### config.mk
export PLATFORM = sky130hd
export DESIGN_NAME = rgb_to_hsv_converter_unit_flat
export DESIGN_NICKNAME = d
export VERILOG_FILES = /design/src/hdl/rhc_pkg.sv /design/src/hdl/rhc_rgb_if.sv /design/src/hdl/rhc_hsv_if.sv /design/src/hdl/rhc_front.sv /design/src/hdl/rhc_div_cell.sv /design/src/hdl/rhc_back.sv /design/src/hdl/rgb_to_hsv_converter_unit.sv /design/src/flat_wrapper.sv
export VERILOG_INCLUDE_DIRS = /design/src /design/src/hdl
export SDC_FILE = /design/constraint.sdc
export NUM_CORES = 2
export LEC_CHECK = 0
export BUFFER_PORTS_ARGS = -buffer_cell sky130_fd_sc_hd__buf_2
export CAP_MARGIN = 5
export CELL_PAD_IN_SITES_DETAIL_PLACEMENT = 0
export CELL_PAD_IN_SITES_GLOBAL_PLACEMENT = 1
export CORE_MARGIN = 1.5
export CORE_UTILIZATION = 35
export DETAILED_ROUTE_END_ITERATION = 7
export GPL_TIMING_DRIVEN = 1
export HOLD_SLACK_MARGIN = 0.08
export PLACE_DENSITY = 0.62
export SLEW_MARGIN = 10
export SYNTH_ARGS = -nofsm -noshare
export SYNTH_HDL_FRONTEND = slang
export SYNTH_SLANG_ARGS = --single-unit
export TNS_END_PERCENT = 5
### constraint.sdc
create_clock -name clk -period 19.38 [get_ports clk]
set_input_delay 2.907 -clock clk [delete_from_list [all_inputs] [get_ports clk]]
set_output_delay 2.907 -clock clk [all_outputs]
set_load 0.02 [all_outputs]
### src/hdl/rgb_to_hsv_converter_unit_macros.svh
// Assertion macros shared by the RGB-to-HSV converter RTL.
// Depends on nothing; included by the files that carry concurrent checks.
`ifndef RGB_TO_HSV_CONVERTER_UNIT_MACROS_SVH
`define RGB_TO_HSV_CONVERTER_UNIT_MACROS_SVH

// Same-cycle implication, checked at every rising clock edge outside reset.
`define RHC_ASSERT_NOW(label, clk, rst_n, cond, prop) \
	label: assert property (@(posedge clk) disable iff (!rst_n) (cond) |-> (prop)) \
		else $error("rgb_to_hsv_converter_unit: same-cycle check failed");

// Next-cycle implication, checked at every rising clock edge outside reset.
`define RHC_ASSERT_NEXT(label, clk, rst_n, cond, prop) \
	label: assert property (@(posedge clk) disable iff (!rst_n) (cond) |=> (prop)) \
		else $error("rgb_to_hsv_converter_unit: next-cycle check failed");

`endif

### src/hdl/rhc_pkg.sv
// Shared widths, scale constants and width functions for the RGB-to-HSV converter.
// Depends on nothing; every other file of the block but the macro header imports it.
package rhc_pkg;

	localparam int CH_W                  = 8;
	localparam int HUE_W                 = 15;
	localparam int HUE_FRACTION_BITS_DEF = 6;
	localparam int HUE_DEG_FULL          = 360;
	localparam int HUE_DEG_SECTOR        = 60;
	localparam int SAT_SCALE             = 255;

	// Bits of the rounded hue before wrapping: it can reach a full turn.
	function automatic int quot_w(input int frac_bits);
		return $clog2((HUE_DEG_FULL << frac_bits) + 1);
	endfunction

	// Remainder and shifted divisor width: divisor (2*channel) times 2^(quot_w-1).
	function automatic int rem_w(input int frac_bits);
		return quot_w(frac_bits) + CH_W + 1;
	endfunction

endpackage

### src/hdl/rhc_rgb_if.sv
// Valid/ready channel that carries one RGB pixel per transaction.
// Depends on rhc_pkg for the channel width.
interface rhc_rgb_if;
	import rhc_pkg::*;

	logic            valid;
	logic            ready;
	logic [CH_W-1:0] red;
	logic [CH_W-1:0] green;
	logic [CH_W-1:0] blue;

	modport source (output valid, output red, output green, output blue, input ready);
	modport sink   (input valid, input red, input green, input blue, output ready);

endinterface

### src/hdl/rhc_hsv_if.sv
// Valid/ready channel that carries one HSV pixel per transaction.
// Depends on rhc_pkg for the field widths.
interface rhc_hsv_if;
	import rhc_pkg::*;

	logic             valid;
	logic             ready;
	logic [HUE_W-1:0] hue;
	logic [CH_W-1:0]  saturation;
	logic [CH_W-1:0]  value;

	modport source (output valid, output hue, output saturation, output value, input ready);
	modport sink   (input valid, input hue, input saturation, input value, output ready);

endinterface

### src/hdl/rhc_front.sv
// Input stage: max, min, spread, hue sector offset and both division operands.
// Depends on rhc_pkg and the rhc_rgb_if channel.
module rhc_front #(
	parameter int  HUE_FRACTION_BITS = rhc_pkg::HUE_FRACTION_BITS_DEF,
	localparam int QW                = rhc_pkg::quot_w(HUE_FRACTION_BITS),
	localparam int RW                = rhc_pkg::rem_w(HUE_FRACTION_BITS)
) (
	input  logic                    clk,
	input  logic                    arst_n,
	rhc_rgb_if.sink                 rgb,
	input  logic                    ready_dn,
	output logic                    valid_s1,
	output logic                    grey_s1,
	output logic [rhc_pkg::CH_W-1:0] value_s1,
	output logic [RW-1:0]           rem_sat_s1,
	output logic [RW-1:0]           rem_hue_s1,
	output logic [RW-1:0]           dv_sat_s1,
	output logic [RW-1:0]           dv_hue_s1
);
	import rhc_pkg::*;

	localparam int TW      = CH_W + 3;
	localparam int HUE_MUL = (2 * HUE_DEG_SECTOR) << HUE_FRACTION_BITS;
	localparam int SAT_MUL = 2 * SAT_SCALE;

	logic [CH_W-1:0] mx;
	logic [CH_W-1:0] mn;
	logic [CH_W-1:0] d;
	logic [TW-1:0]   t;
	logic [RW-1:0]   num_sat;
	logic [RW-1:0]   num_hue;
	logic [RW-1:0]   dv_sat;
	logic [RW-1:0]   dv_hue;

	always_comb begin
		mx = rgb.red;
		if (rgb.green > mx) mx = rgb.green;
		if (rgb.blue > mx) mx = rgb.blue;
		mn = rgb.red;
		if (rgb.green < mn) mn = rgb.green;
		if (rgb.blue < mn) mn = rgb.blue;
		d = mx - mn;

		// Sector offset in units of the spread; ties go to red, then green.
		// Every result lies in 0..6*spread, so modular arithmetic is exact.
		if (rgb.red >= mx) begin
			if (rgb.green >= rgb.blue) begin
				t = TW'(rgb.green) - TW'(rgb.blue);
			end else begin
				t = TW'({d, 2'b00}) + TW'({d, 1'b0}) + TW'(rgb.green) - TW'(rgb.blue);
			end
		end else if (rgb.green >= mx) begin
			t = TW'({d, 1'b0}) + TW'(rgb.blue) - TW'(rgb.red);
		end else begin
			t = TW'({d, 2'b00}) + TW'(rgb.red) - TW'(rgb.green);
		end

		// Round to nearest as floor((2*num + den) / (2*den)).
		num_hue = RW'(HUE_MUL) * RW'(t) + RW'(d);
		num_sat = RW'(SAT_MUL) * RW'(d) + RW'(mx);
		dv_hue  = RW'({d, 1'b0}) << (QW - 1);
		dv_sat  = RW'({mx, 1'b0}) << (QW - 1);
	end

	assign rgb.ready = !valid_s1 || ready_dn;

	always_ff @(posedge clk or negedge arst_n) begin
		if (!arst_n) begin
			valid_s1 <= 1'b0;
		end else if (rgb.ready) begin
			valid_s1 <= rgb.valid;
		end
	end

	always_ff @(posedge clk) begin
		if (rgb.ready) begin
			grey_s1    <= (d == '0);
			value_s1   <= mx;
			rem_sat_s1 <= num_sat;
			rem_hue_s1 <= num_hue;
			dv_sat_s1  <= dv_sat;
			dv_hue_s1  <= dv_hue;
		end
	end

endmodule

### src/hdl/rhc_div_cell.sv
// One cell of the division chain: resolves one quotient bit of saturation and of hue.
// Depends on rhc_pkg; cells are chained by the top level.
module rhc_div_cell #(
	parameter int  HUE_FRACTION_BITS = rhc_pkg::HUE_FRACTION_BITS_DEF,
	localparam int QW                = rhc_pkg::quot_w(HUE_FRACTION_BITS),
	localparam int RW                = rhc_pkg::rem_w(HUE_FRACTION_BITS)
) (
	input  logic                     clk,
	input  logic                     arst_n,
	input  logic                     valid_up,
	output logic                     ready_up,
	input  logic                     grey_up,
	input  logic [rhc_pkg::CH_W-1:0] value_up,
	input  logic [RW-1:0]            rem_sat_up,
	input  logic [RW-1:0]            rem_hue_up,
	input  logic [RW-1:0]            dv_sat_up,
	input  logic [RW-1:0]            dv_hue_up,
	input  logic [QW-1:0]            q_sat_up,
	input  logic [QW-1:0]            q_hue_up,
	input  logic                     ready_dn,
	output logic                     valid_q,
	output logic                     grey_q,
	output logic [rhc_pkg::CH_W-1:0] value_q,
	output logic [RW-1:0]            rem_sat_q,
	output logic [RW-1:0]            rem_hue_q,
	output logic [RW-1:0]            dv_sat_q,
	output logic [RW-1:0]            dv_hue_q,
	output logic [QW-1:0]            q_sat_q,
	output logic [QW-1:0]            q_hue_q
);
	import rhc_pkg::*;

	logic ge_sat;
	logic ge_hue;

	// Restoring step against the divisor aligned to this cell's quotient bit.
	assign ge_sat   = rem_sat_up >= dv_sat_up;
	assign ge_hue   = rem_hue_up >= dv_hue_up;
	assign ready_up = !valid_q || ready_dn;

	always_ff @(posedge clk or negedge arst_n) begin
		if (!arst_n) begin
			valid_q <= 1'b0;
		end else if (ready_up) begin
			valid_q <= valid_up;
		end
	end

	always_ff @(posedge clk) begin
		if (ready_up) begin
			grey_q    <= grey_up;
			value_q   <= value_up;
			rem_sat_q <= ge_sat ? rem_sat_up - dv_sat_up : rem_sat_up;
			rem_hue_q <= ge_hue ? rem_hue_up - dv_hue_up : rem_hue_up;
			dv_sat_q  <= dv_sat_up >> 1;
			dv_hue_q  <= dv_hue_up >> 1;
			q_sat_q   <= {q_sat_up[QW-2:0], ge_sat};
			q_hue_q   <= {q_hue_up[QW-2:0], ge_hue};
		end
	end

endmodule

### src/hdl/rhc_back.sv
// Output stage: hue wrap, grey-pixel masking and the result register.
// Depends on rhc_pkg and the rhc_hsv_if channel.
module rhc_back #(
	parameter int  HUE_FRACTION_BITS = rhc_pkg::HUE_FRACTION_BITS_DEF,
	localparam int QW                = rhc_pkg::quot_w(HUE_FRACTION_BITS)
) (
	input  logic                     clk,
	input  logic                     arst_n,
	input  logic                     valid_up,
	output logic                     ready_up,
	input  logic                     grey_up,
	input  logic [rhc_pkg::CH_W-1:0] value_up,
	input  logic [QW-1:0]            q_sat_up,
	input  logic [QW-1:0]            q_hue_up,
	rhc_hsv_if.source                hsv
);
	import rhc_pkg::*;

	localparam logic [QW-1:0] HUE_TURN = QW'(HUE_DEG_FULL << HUE_FRACTION_BITS);

	logic                 valid_q;
	logic [HUE_W-1:0]     hue_q;
	logic [CH_W-1:0]      sat_q;
	logic [CH_W-1:0]      value_q;
	logic [QW-1:0]        hue_wrapped;

	// A hue that rounds up to a full turn is the same angle as zero.
	assign hue_wrapped = (q_hue_up >= HUE_TURN) ? q_hue_up - HUE_TURN : q_hue_up;
	assign ready_up    = !valid_q || hsv.ready;

	always_ff @(posedge clk or negedge arst_n) begin
		if (!arst_n) begin
			valid_q <= 1'b0;
		end else if (ready_up) begin
			valid_q <= valid_up;
		end
	end

	always_ff @(posedge clk) begin
		if (ready_up) begin
			hue_q   <= grey_up ? '0 : HUE_W'(hue_wrapped);
			sat_q   <= grey_up ? '0 : q_sat_up[CH_W-1:0];
			value_q <= value_up;
		end
	end

	assign hsv.valid      = valid_q;
	assign hsv.hue        = hue_q;
	assign hsv.saturation = sat_q;
	assign hsv.value      = value_q;

endmodule

### src/hdl/rgb_to_hsv_converter_unit.sv
// Top level of the RGB-to-HSV converter: input stage, division cell chain, output stage.
// Depends on rhc_pkg, rhc_rgb_if, rhc_hsv_if, rhc_front, rhc_div_cell, rhc_back.
//
//   Channel | Direction | Payload                            | Handshake
//   --------+-----------+------------------------------------+------------
//   rgb     | in        | red, green, blue (8 bits each)     | valid/ready
//   hsv     | out       | hue (15), saturation (8), value (8)| valid/ready
//
// While hsv is ready, the converter accepts one transaction per clock cycle and delivers one per cycle.
// The pipeline holds one input stage, one division cell per quotient bit, and one output register.
// Both divisions share the cell chain; each cell settles one quotient bit of each.
// Reset clears only the valid flags; data registers load without reset.
// A stall on hsv backs up through each stage only as far as the stages are full,
// so bubbles in the chain keep absorbing input transactions.
`include "rgb_to_hsv_converter_unit_macros.svh"

module rgb_to_hsv_converter_unit #(
	parameter int  HUE_FRACTION_BITS = rhc_pkg::HUE_FRACTION_BITS_DEF,
	localparam int QW                = rhc_pkg::quot_w(HUE_FRACTION_BITS),
	localparam int RW                = rhc_pkg::rem_w(HUE_FRACTION_BITS)
) (
	input  logic      clk,
	input  logic      arst_n,
	rhc_rgb_if.sink   rgb,
	rhc_hsv_if.source hsv
);
	import rhc_pkg::*;

	// Link i feeds cell i; link QW feeds the output stage.
	logic            valid_c   [0:QW];
	logic            ready_c   [0:QW];
	logic            grey_c    [0:QW];
	logic [CH_W-1:0] value_c   [0:QW];
	logic [RW-1:0]   rem_sat_c [0:QW];
	logic [RW-1:0]   rem_hue_c [0:QW];
	logic [RW-1:0]   dv_sat_c  [0:QW];
	logic [RW-1:0]   dv_hue_c  [0:QW];
	logic [QW-1:0]   q_sat_c   [0:QW];
	logic [QW-1:0]   q_hue_c   [0:QW];

	// The front stage computes the spread, the hue sector offset and the
	// rounded-division operands, with each divisor aligned to the top quotient bit.
	rhc_front #(
		.HUE_FRACTION_BITS(HUE_FRACTION_BITS)
	) u_front (
		.clk       (clk),
		.arst_n    (arst_n),
		.rgb       (rgb),
		.ready_dn  (ready_c[0]),
		.valid_s1  (valid_c[0]),
		.grey_s1   (grey_c[0]),
		.value_s1  (value_c[0]),
		.rem_sat_s1(rem_sat_c[0]),
		.rem_hue_s1(rem_hue_c[0]),
		.dv_sat_s1 (dv_sat_c[0]),
		.dv_hue_s1 (dv_hue_c[0])
	);

	// Quotients start empty and gain one bit per cell, most significant first.
	assign q_sat_c[0] = '0;
	assign q_hue_c[0] = '0;

	for (genvar i = 0; i < QW; i++) begin : g_cell
		rhc_div_cell #(
			.HUE_FRACTION_BITS(HUE_FRACTION_BITS)
		) u_cell (
			.clk       (clk),
			.arst_n    (arst_n),
			.valid_up  (valid_c[i]),
			.ready_up  (ready_c[i]),
			.grey_up   (grey_c[i]),
			.value_up  (value_c[i]),
			.rem_sat_up(rem_sat_c[i]),
			.rem_hue_up(rem_hue_c[i]),
			.dv_sat_up (dv_sat_c[i]),
			.dv_hue_up (dv_hue_c[i]),
			.q_sat_up  (q_sat_c[i]),
			.q_hue_up  (q_hue_c[i]),
			.ready_dn  (ready_c[i+1]),
			.valid_q   (valid_c[i+1]),
			.grey_q    (grey_c[i+1]),
			.value_q   (value_c[i+1]),
			.rem_sat_q (rem_sat_c[i+1]),
			.rem_hue_q (rem_hue_c[i+1]),
			.dv_sat_q  (dv_sat_c[i+1]),
			.dv_hue_q  (dv_hue_c[i+1]),
			.q_sat_q   (q_sat_c[i+1]),
			.q_hue_q   (q_hue_c[i+1])
		);
	end

	// The back stage wraps a full-turn hue to zero and forces grey pixels to
	// zero hue and saturation before the output register.
	rhc_back #(
		.HUE_FRACTION_BITS(HUE_FRACTION_BITS)
	) u_back (
		.clk     (clk),
		.arst_n  (arst_n),
		.valid_up(valid_c[QW]),
		.ready_up(ready_c[QW]),
		.grey_up (grey_c[QW]),
		.value_up(value_c[QW]),
		.q_sat_up(q_sat_c[QW]),
		.q_hue_up(q_hue_c[QW]),
		.hsv     (hsv)
	);

	// After the last cell the remainder is below the original divisor 2*den,
	// and the divisor has been shifted back down to den.
	`RHC_ASSERT_NOW(a_hue_rem_bound, clk, arst_n, valid_c[QW] && !grey_c[QW], rem_hue_c[QW] < (dv_hue_c[QW] << 1))
	`RHC_ASSERT_NOW(a_sat_rem_bound, clk, arst_n, valid_c[QW] && !grey_c[QW], rem_sat_c[QW] < (dv_sat_c[QW] << 1))
	// Any nonzero spread gives a saturation of at least one, so zero means grey.
	`RHC_ASSERT_NOW(a_grey_hue_zero, clk, arst_n, hsv.valid && hsv.saturation == '0, hsv.hue == '0)
	`RHC_ASSERT_NOW(a_black_sat_zero, clk, arst_n, hsv.valid && hsv.value == '0, hsv.saturation == '0)
	`RHC_ASSERT_NEXT(a_accept_enters, clk, arst_n, rgb.valid && rgb.ready, valid_c[0])

endmodule
### src/flat_wrapper.sv
// flat-port wrapper written by rule: the top's interface ports become plain ports
module rgb_to_hsv_converter_unit_flat import rhc_pkg::*;
#(
	parameter int  HUE_FRACTION_BITS = rhc_pkg::HUE_FRACTION_BITS_DEF,
	localparam int QW                = rhc_pkg::quot_w(HUE_FRACTION_BITS),
	localparam int RW                = rhc_pkg::rem_w(HUE_FRACTION_BITS)
)
  (clk, arst_n, rgb_valid, rgb_red, rgb_green, rgb_blue, rgb_ready, hsv_valid, hsv_hue, hsv_saturation, hsv_value, hsv_ready);
  rhc_rgb_if rgb_i ();
  rhc_hsv_if hsv_i ();
  input  logic clk;
  input  logic arst_n;
  input wire logic [$bits(rgb_i.valid)-1:0] rgb_valid;
  input wire logic [$bits(rgb_i.red)-1:0] rgb_red;
  input wire logic [$bits(rgb_i.green)-1:0] rgb_green;
  input wire logic [$bits(rgb_i.blue)-1:0] rgb_blue;
  output wire logic [$bits(rgb_i.ready)-1:0] rgb_ready;
  output wire logic [$bits(hsv_i.valid)-1:0] hsv_valid;
  output wire logic [$bits(hsv_i.hue)-1:0] hsv_hue;
  output wire logic [$bits(hsv_i.saturation)-1:0] hsv_saturation;
  output wire logic [$bits(hsv_i.value)-1:0] hsv_value;
  input wire logic [$bits(hsv_i.ready)-1:0] hsv_ready;
  assign rgb_i.valid = rgb_valid;
  assign rgb_i.red = rgb_red;
  assign rgb_i.green = rgb_green;
  assign rgb_i.blue = rgb_blue;
  assign rgb_ready = rgb_i.ready;
  assign hsv_valid = hsv_i.valid;
  assign hsv_hue = hsv_i.hue;
  assign hsv_saturation = hsv_i.saturation;
  assign hsv_value = hsv_i.value;
  assign hsv_i.ready = hsv_ready;
  rgb_to_hsv_converter_unit #(.HUE_FRACTION_BITS(HUE_FRACTION_BITS)) u_core (.clk(clk), .arst_n(arst_n), .rgb(rgb_i), .hsv(hsv_i));
endmodule
---- Word-level counts from Yosys, hierarchy flattened ----
Cells that the tools add are included.
W data, S select, Z words.
cells by class
  $mul .................................... 2
  reductions and logical operators ........ 35
  add/sub/neg operators ................... 40
  muxes and demuxes ....................... 36
  magnitude comparators ................... 38
operator list
  cell              count
  $mux W24          28
  $ge A24 B10 Y1    2
  $ge A24 B11 Y1    2
  $ge A24 B12 Y1    2
  $ge A24 B13 Y1    2
  $ge A24 B14 Y1    2
  $ge A24 B15 Y1    2
  $ge A24 B16 Y1    2
  $ge A24 B17 Y1    2
  $ge A24 B18 Y1    2
  $ge A24 B19 Y1    2
  $ge A24 B20 Y1    2
  $ge A24 B21 Y1    2
  $ge A24 B22 Y1    2
  $ge A24 B23 Y1    2
  $ge A24 B9 Y1     2
  $sub A24 B10 Y24  2
  $sub A24 B11 Y24  2
  $sub A24 B12 Y24  2
  $sub A24 B13 Y24  2
  $sub A24 B14 Y24  2
  $sub A24 B15 Y24  2
  $sub A24 B16 Y24  2
  $sub A24 B17 Y24  2
  29 further kinds  77
word-level totals
  output and inout port bits .............. 33
  word-level logic and storage cells ...... 271
  input port bits ......................... 28
  register bits ........................... 1188

---- Depth between registers and ports, before layout ----
  word-level depth ........................ 18
  mapped depth ............................ 51
  gate-level depth less buffers ........... 50

---- Modules after synthesis ----
A second synthesis with hierarchy kept.
second synthesis, totals
  cells, all modules ...................... 11168
  area, all modules ....................... 125017.4 um^2
by module, submodules not included
  module                                        instances  area each (um^2)  cells each  seq. area each (um^2)
  rhc_div_cell at u_core.g_cell[4].u_cell ...   6          7643.6            674         4018.9
  rhc_div_cell at u_core.g_cell[0].u_cell ...   5          7564.8            670         4018.9
  rhc_div_cell at u_core.g_cell[10].u_cell ...  2          7918.8            684         4018.9
  rhc_front                                     1          8982.4            985         1496.4
  rhc_div_cell at u_core.g_cell[3].u_cell       1          7717.4            685         4018.9
  rhc_div_cell at u_core.g_cell[12].u_cell      1          7463.4            646         4018.9
  rhc_back                                      1          1327.5            89          955.9
  rgb_to_hsv_converter_unit                     1          3.8               1           0.0

---- Worst setup path after synthesis ----
Ideal clock, no wire load.
  path kind ............................... in2reg
  start point ............................. in rgb_green[3]
  end point ............................... reg u_core.u_front.rem_hue_s1[23], data pin
  buffers on the path ..................... 2
  arrival ................................. 12.818 ns
  stages .................................. 45
  setup slack ............................. 6.305 ns
  required time ........................... 19.122 ns
  setup time .............................. 0.258 ns
  cells stage by stage .................... inv_1 -> ha_1 -> a21oi_1 -> a21o_1 -> and2_1 -> buf_2 -> nor2_1 -> a21oi_1 -> ha_1 -> a21o_1 -> a21o_1 -> a221oi_1 -> nand2_1 -> o21ai_1 -> clkbuf_1 -> o21ai_0 -> ha_1 -> fa_1 -> (+9 left out) -> nor2b_1 -> o21a_1 -> nor2_1 -> xnor2_1 -> o211ai_1 -> o21ai_0 -> fa_1 -> inv_1 -> fa_1 -> inv_1 -> ha_1 -> o21a_1 -> nor2_1 -> o21bai_1 -> a21oi_1 -> o21bai_1 -> a21oi_1 -> xnor2_1
on the way
  longest elaborated chain between the ends .. 12
  elaborated cells on any way between the ends .. 25
  those cells by class .................... add/sub (10); mul (1); order compare (7); mux (7)
ends and longest elaborated chain
  element                                       RTL line                          RTL
  start: declaration                            flat_wrapper.sv:15                input wire logic [$bits(rgb_i.green)-1:0] rgb_green;
  $gt A8 B8 Y1 or $lt A8 B8 Y1 (tied branches)  rhc_front.sv:37, rhc_front.sv:40
  $mux W8 (on tied branches)                    rhc_front.sv:37, rhc_front.sv:40
  $gt A8 B8 Y1 or $lt A8 B8 Y1 (tied branches)  rhc_front.sv:38, rhc_front.sv:41
  $mux W8 (on tied branches)                    rhc_front.sv:38, rhc_front.sv:41
  $sub A8 B8 Y8 (*)                             rhc_front.sv:42                   d = mx - mn;
  net u_core.u_front.d[4]                       rhc_front.sv:28                   logic [CH_W-1:0] d;
  $add A10 B9 Y11                               rhc_front.sv:50                   t = TW'({d, 2'b00}) + TW'({d, 1'b0}) + TW'(rgb.green) - TW'(rgb.blue);
  $add A11 B8 Y11                               rhc_front.sv:50
  $sub A11 B8 Y11                               rhc_front.sv:50
  $mux W11                                      rhc_front.sv:47                   if (rgb.green >= rgb.blue) begin
  $mux W11                                      rhc_front.sv:46                   if (rgb.red >= mx) begin
  $mul A4 B11 Y15                               rhc_front.sv:59                   num_hue = RW'(HUE_MUL) * RW'(t) + RW'(d);
  $add A24 B8 Y24 (*)                           rhc_front.sv:59
  net u_core.u_front.num_hue[23]                rhc_front.sv:31                   logic [RW-1:0] num_hue;
  end signal: assignment                        rhc_front.sv:80                   rem_hue_s1 <= num_hue;
  end: declaration                              rhc_front.sv:16                   output logic [RW-1:0] rem_hue_s1,
Mark *: on every way through the listed nets, which the timed path passes. The rest lies on a longest branch.
A chain may end at the register's enable or synchronous reset.

---- Final worst setup path ----
  start point ............................. in rgb_green[1]
  end point ............................... reg u_core.u_front.rem_hue_s1[23], data pin
The elaborated chain is that of the path after synthesis.

==> impl_metrics.ini <==
[run_status]
status = complete, no violations

[placement]
dpl.hpwl_mm = 83.43
finalWeightedCongestion = 0.8718
port_buffers = 60

[worst_setup_path]
slowest_stage = o21ai_1
cp_common_cell = inv_1
critical_path_class = in -> reg
r2r_slack_ns = 15.04
rr_endpoint = u_core.g_cell[12].u_cell.rem_hue_q[21]
worstPathRequired_ns = 19.82
cp_max_fo = 16
worstPathArrival_ns = 14.44
reg2reg_from = u_core.g_cell[11].u_cell.rem_hue_q[1]
start_kind = primary input
critPathMaxStageDelay_ns = 0.78
cp-startpoint = rgb_green[1]
crit_path_end_kind = register
reg2reg_depth = 16
cp-endpoint = u_core.u_front.rem_hue_s1[23]

[cells_and_area]
finalNetCount = 5214
layout-drive-gt1-share = 0.07125
area_delta_synth_final_pct = 11.86
antenna_cells = 0

[sta]
hold_viol = 0
period_needed_ns = 14.00
skew_ns = 0.04425
maxSlewViolCount = 0
setup_viol = 0
relSlewSlack = 0.3130
fmaxAchievable_mhz = 71.45
fin_crit_sh = 0.7222
worstMarginPinSlew_ns = 1.030
fin_tns_setup_ns = 0
rsz0062_at_grt = no

[global_route]
grt_pass1_vias = 33530
grt_max_degree = 85
overflow = 0
antenna_found_initial = 3
grt_pass1_wl_mm = 173.2
grt_usage = 0.1314

[min_path]
hold_class = reg -> reg

[clock_tree]
clk_path_buf_depth = 3
cts.sink_count = 1060
insertion_delay_ns = 0.72
clk_pin_slew_worst_paths_ns = 0.06
post_cts_buffers = 0
cts_resized = 0
cts_tree = done
clockRootBuffer = clkbuf_16
ctsHoldBuffers = 0
cts_buffers = 114
htreeDepth = 3

[floorplanning]
die_area_um2 = 162500
start_util = 0.3531
die_h_um = 403.2
row_count = 146
ios = 61
die_w_um = 403.2
core_um2 = 158700

[route]
routed_wl_mm = 106.1
firstDrtPassIters = 7
post-route-drc-count = 0
drt-wirelength-per-cell_um = 15.41
num_vias = 32620
vias_per_cell = 4.737
initialDrtViolationCount = 1465
ant_nets = 0

[logic_synthesis]
syn_area_per_cell_um2 = 12.27
yosysWarnings = 0
async_reset_ff_frac = 0.01604
synth_ff_type = edfxtp_1
yosys.cell_types.count = 95
synth_fp_nets = 5067
netlist_area_um2 = 56050
synth_edf_count = 1043
synth-seq-cells = 1060
yosysSeqAreaShare = 0.5664
syn_inst = 4567

[run]
cap_violations = 0
## worst max-delay path: cells and delay by family
family,cells,cell delay (ns)
AO/OA/AOI/OAI,17,4.04
XOR/XNOR,4,1.08
adder cells (fa/ha/maj),10,4.28
buffers and inverters,7,0.89
AND/OR/NAND/NOR,9,1.22
## routing by layer
layer | up-vias | routed length (µm) | GRT usage
met2 | 360 | 56900 | 0.2544
met4 | 4 | 2648 | 0.04151
li1 | 16710 | - | -
met5 | - | 26 | 0
met3 | 174 | 3115 | 0.01958
met1 | 15380 | 43420 | 0.1455
## cells by family (layout without fill, tap and decap cells)
family | Yosys count | after routing | synth area share
multiplexers | 59 | 59 | 0.01096
adder cells (fa/ha/maj) | 479 | 479 | 0.1201
buffers and inverters | 568 | 815 | 0.03864
AND/OR/NAND/NOR | 1188 | 1188 | 0.1099
flip-flops | 1060 | 1060 | 0.5664
XOR/XNOR | 412 | 412 | 0.06439
AO/OA/AOI/OAI | 801 | 801 | 0.08964
## final cells by class
type | instances | area (µm²)
fillers | 15100 | 96050
flip-flops and latches | 1060 | 31750
multi-input cells | 2939 | 22180
clock buffers | 135 | 2982
well taps | 2072 | 2592
inverters | 513 | 1926
clock inverters | 81 | 777.0
repair buffers | 86 | 495.5
## state kept, by name (all words and copies together) (netlist names)
| signal | cells |
|---|---|
| u_core.g_cell.u_cell.dv_hue_q | 77 |
| u_core.g_cell.u_cell.rem_sat_q | 327 |
| u_core.g_cell.u_cell.dv_sat_q | 43 |
| u_core.g_cell.u_cell.q_hue_q | 120 |
| u_core.u_back.hsv.hue | 15 |
| u_core.u_front.dv_hue_s1 | 7 |
| u_core.u_back.hsv.value | 8 |
| u_core.u_front.rem_hue_s1 | 16 |
| u_core.u_front.valid_s1 | 1 |
| u_core.u_front.dv_sat_s1 | 8 |
| u_core.g_cell.u_cell.grey_q | 15 |
| u_core.g_cell.u_cell.q_sat_q | 36 |
| u_core.g_cell.u_cell.value_q | 72 |
| u_core.u_front.rem_sat_s1 | 17 |
| u_core.g_cell.u_cell.rem_hue_q | 273 |
| u_core.g_cell.u_cell.valid_q | 15 |
| u_core.u_front.grey_s1 | 1 |
| u_core.u_back.hsv.saturation | 8 |
| u_core.u_back.hsv.valid | 1 |
## per-stage QoR
stage | util | std cells | setup slack [ns] | instance area (µm²) | hold slack [ns]
after floorplan | - | 4567 | 6.305 | 56050 | 0.4003
after global placement | 0.3713 | 6670 | 4.814 | 58940 | 0.4016
after detailed placement | 0.3713 | 6670 | 4.631 | 58940 | 0.4045
after CTS | 0.3949 | 6886 | 5.355 | 62690 | 0.4126
after global routing | 0.3949 | 6886 | 4.403 | 62690 | 0.4143
final | 0.3949 | 6886 | 5.384 | 62690 | 0.4045
## Yosys cell counts (all sizes together), types with 16 or more instances
library cell,number,area share
or3,28,0.0031
ha,372,0.083
and2,21,0.0023
dfrtp,17,0.0076
nor2b,88,0.0098
nand3b,16,0.0021
nor2,314,0.021
nor3,85,0.0078
fa,100,0.036
nand3,54,0.0051
o21ai,198,0.018
o21bai,33,0.0044
nand2,235,0.016
a21o,159,0.021
nand4,54,0.0063
xor2,153,0.024
inv,513,0.034
a31oi,17,0.0022
a211oi,20,0.0033
nand2b,109,0.012
o31ai,17,0.0025
xnor2,259,0.040
edfxtp,1043,0.56
a21oi,268,0.024
mux2i,40,0.0071
clkbuf,44,0.0029
and4,20,0.0032
nor4,86,0.0099
mux2,19,0.0038
## worst min path at each step
stage	start	endpoint	slack, ns	cells past startpoint
2_1_floorplan	u_core.u_front.grey_s1	u_core.g_cell[0].u_cell.grey_q	0.40	0
3_3_place_gp	u_core.g_cell[1].u_cell.grey_q	u_core.g_cell[2].u_cell.grey_q	0.40	0
3_5_place_dp	u_core.g_cell[9].u_cell.q_hue_q[2]	u_core.g_cell[10].u_cell.q_hue_q[3]	0.40	0
4_1_cts	u_core.g_cell[1].u_cell.q_hue_q[1]	u_core.g_cell[2].u_cell.q_hue_q[2]	0.41	0
5_1_grt	u_core.g_cell[1].u_cell.q_hue_q[0]	u_core.g_cell[2].u_cell.q_hue_q[1]	0.41	0
6_report	u_core.g_cell[0].u_cell.grey_q	u_core.g_cell[1].u_cell.grey_q	0.40	0
## cells in the final DEF (no fill, tap or decap), types with 53 or more instances in the layout
master and instances:
edfxtp_1 1043, inv_1 502, ha_1 372, nor2_1 311, a21oi_1 265, xnor2_1 259, nand2_1 230, o21ai_0 188
a21o_1 159, xor2_1 153, clkbuf_16 114, nand2b_1 109, fa_1 100, nor2b_1 88, nor4_1 84, nor3_1 83
buf_2 60, nand4_1 53
Power is left out: the tool's default activity adds up to more than one toggle a clock period on the data nets, which glitch-free logic cannot reach.
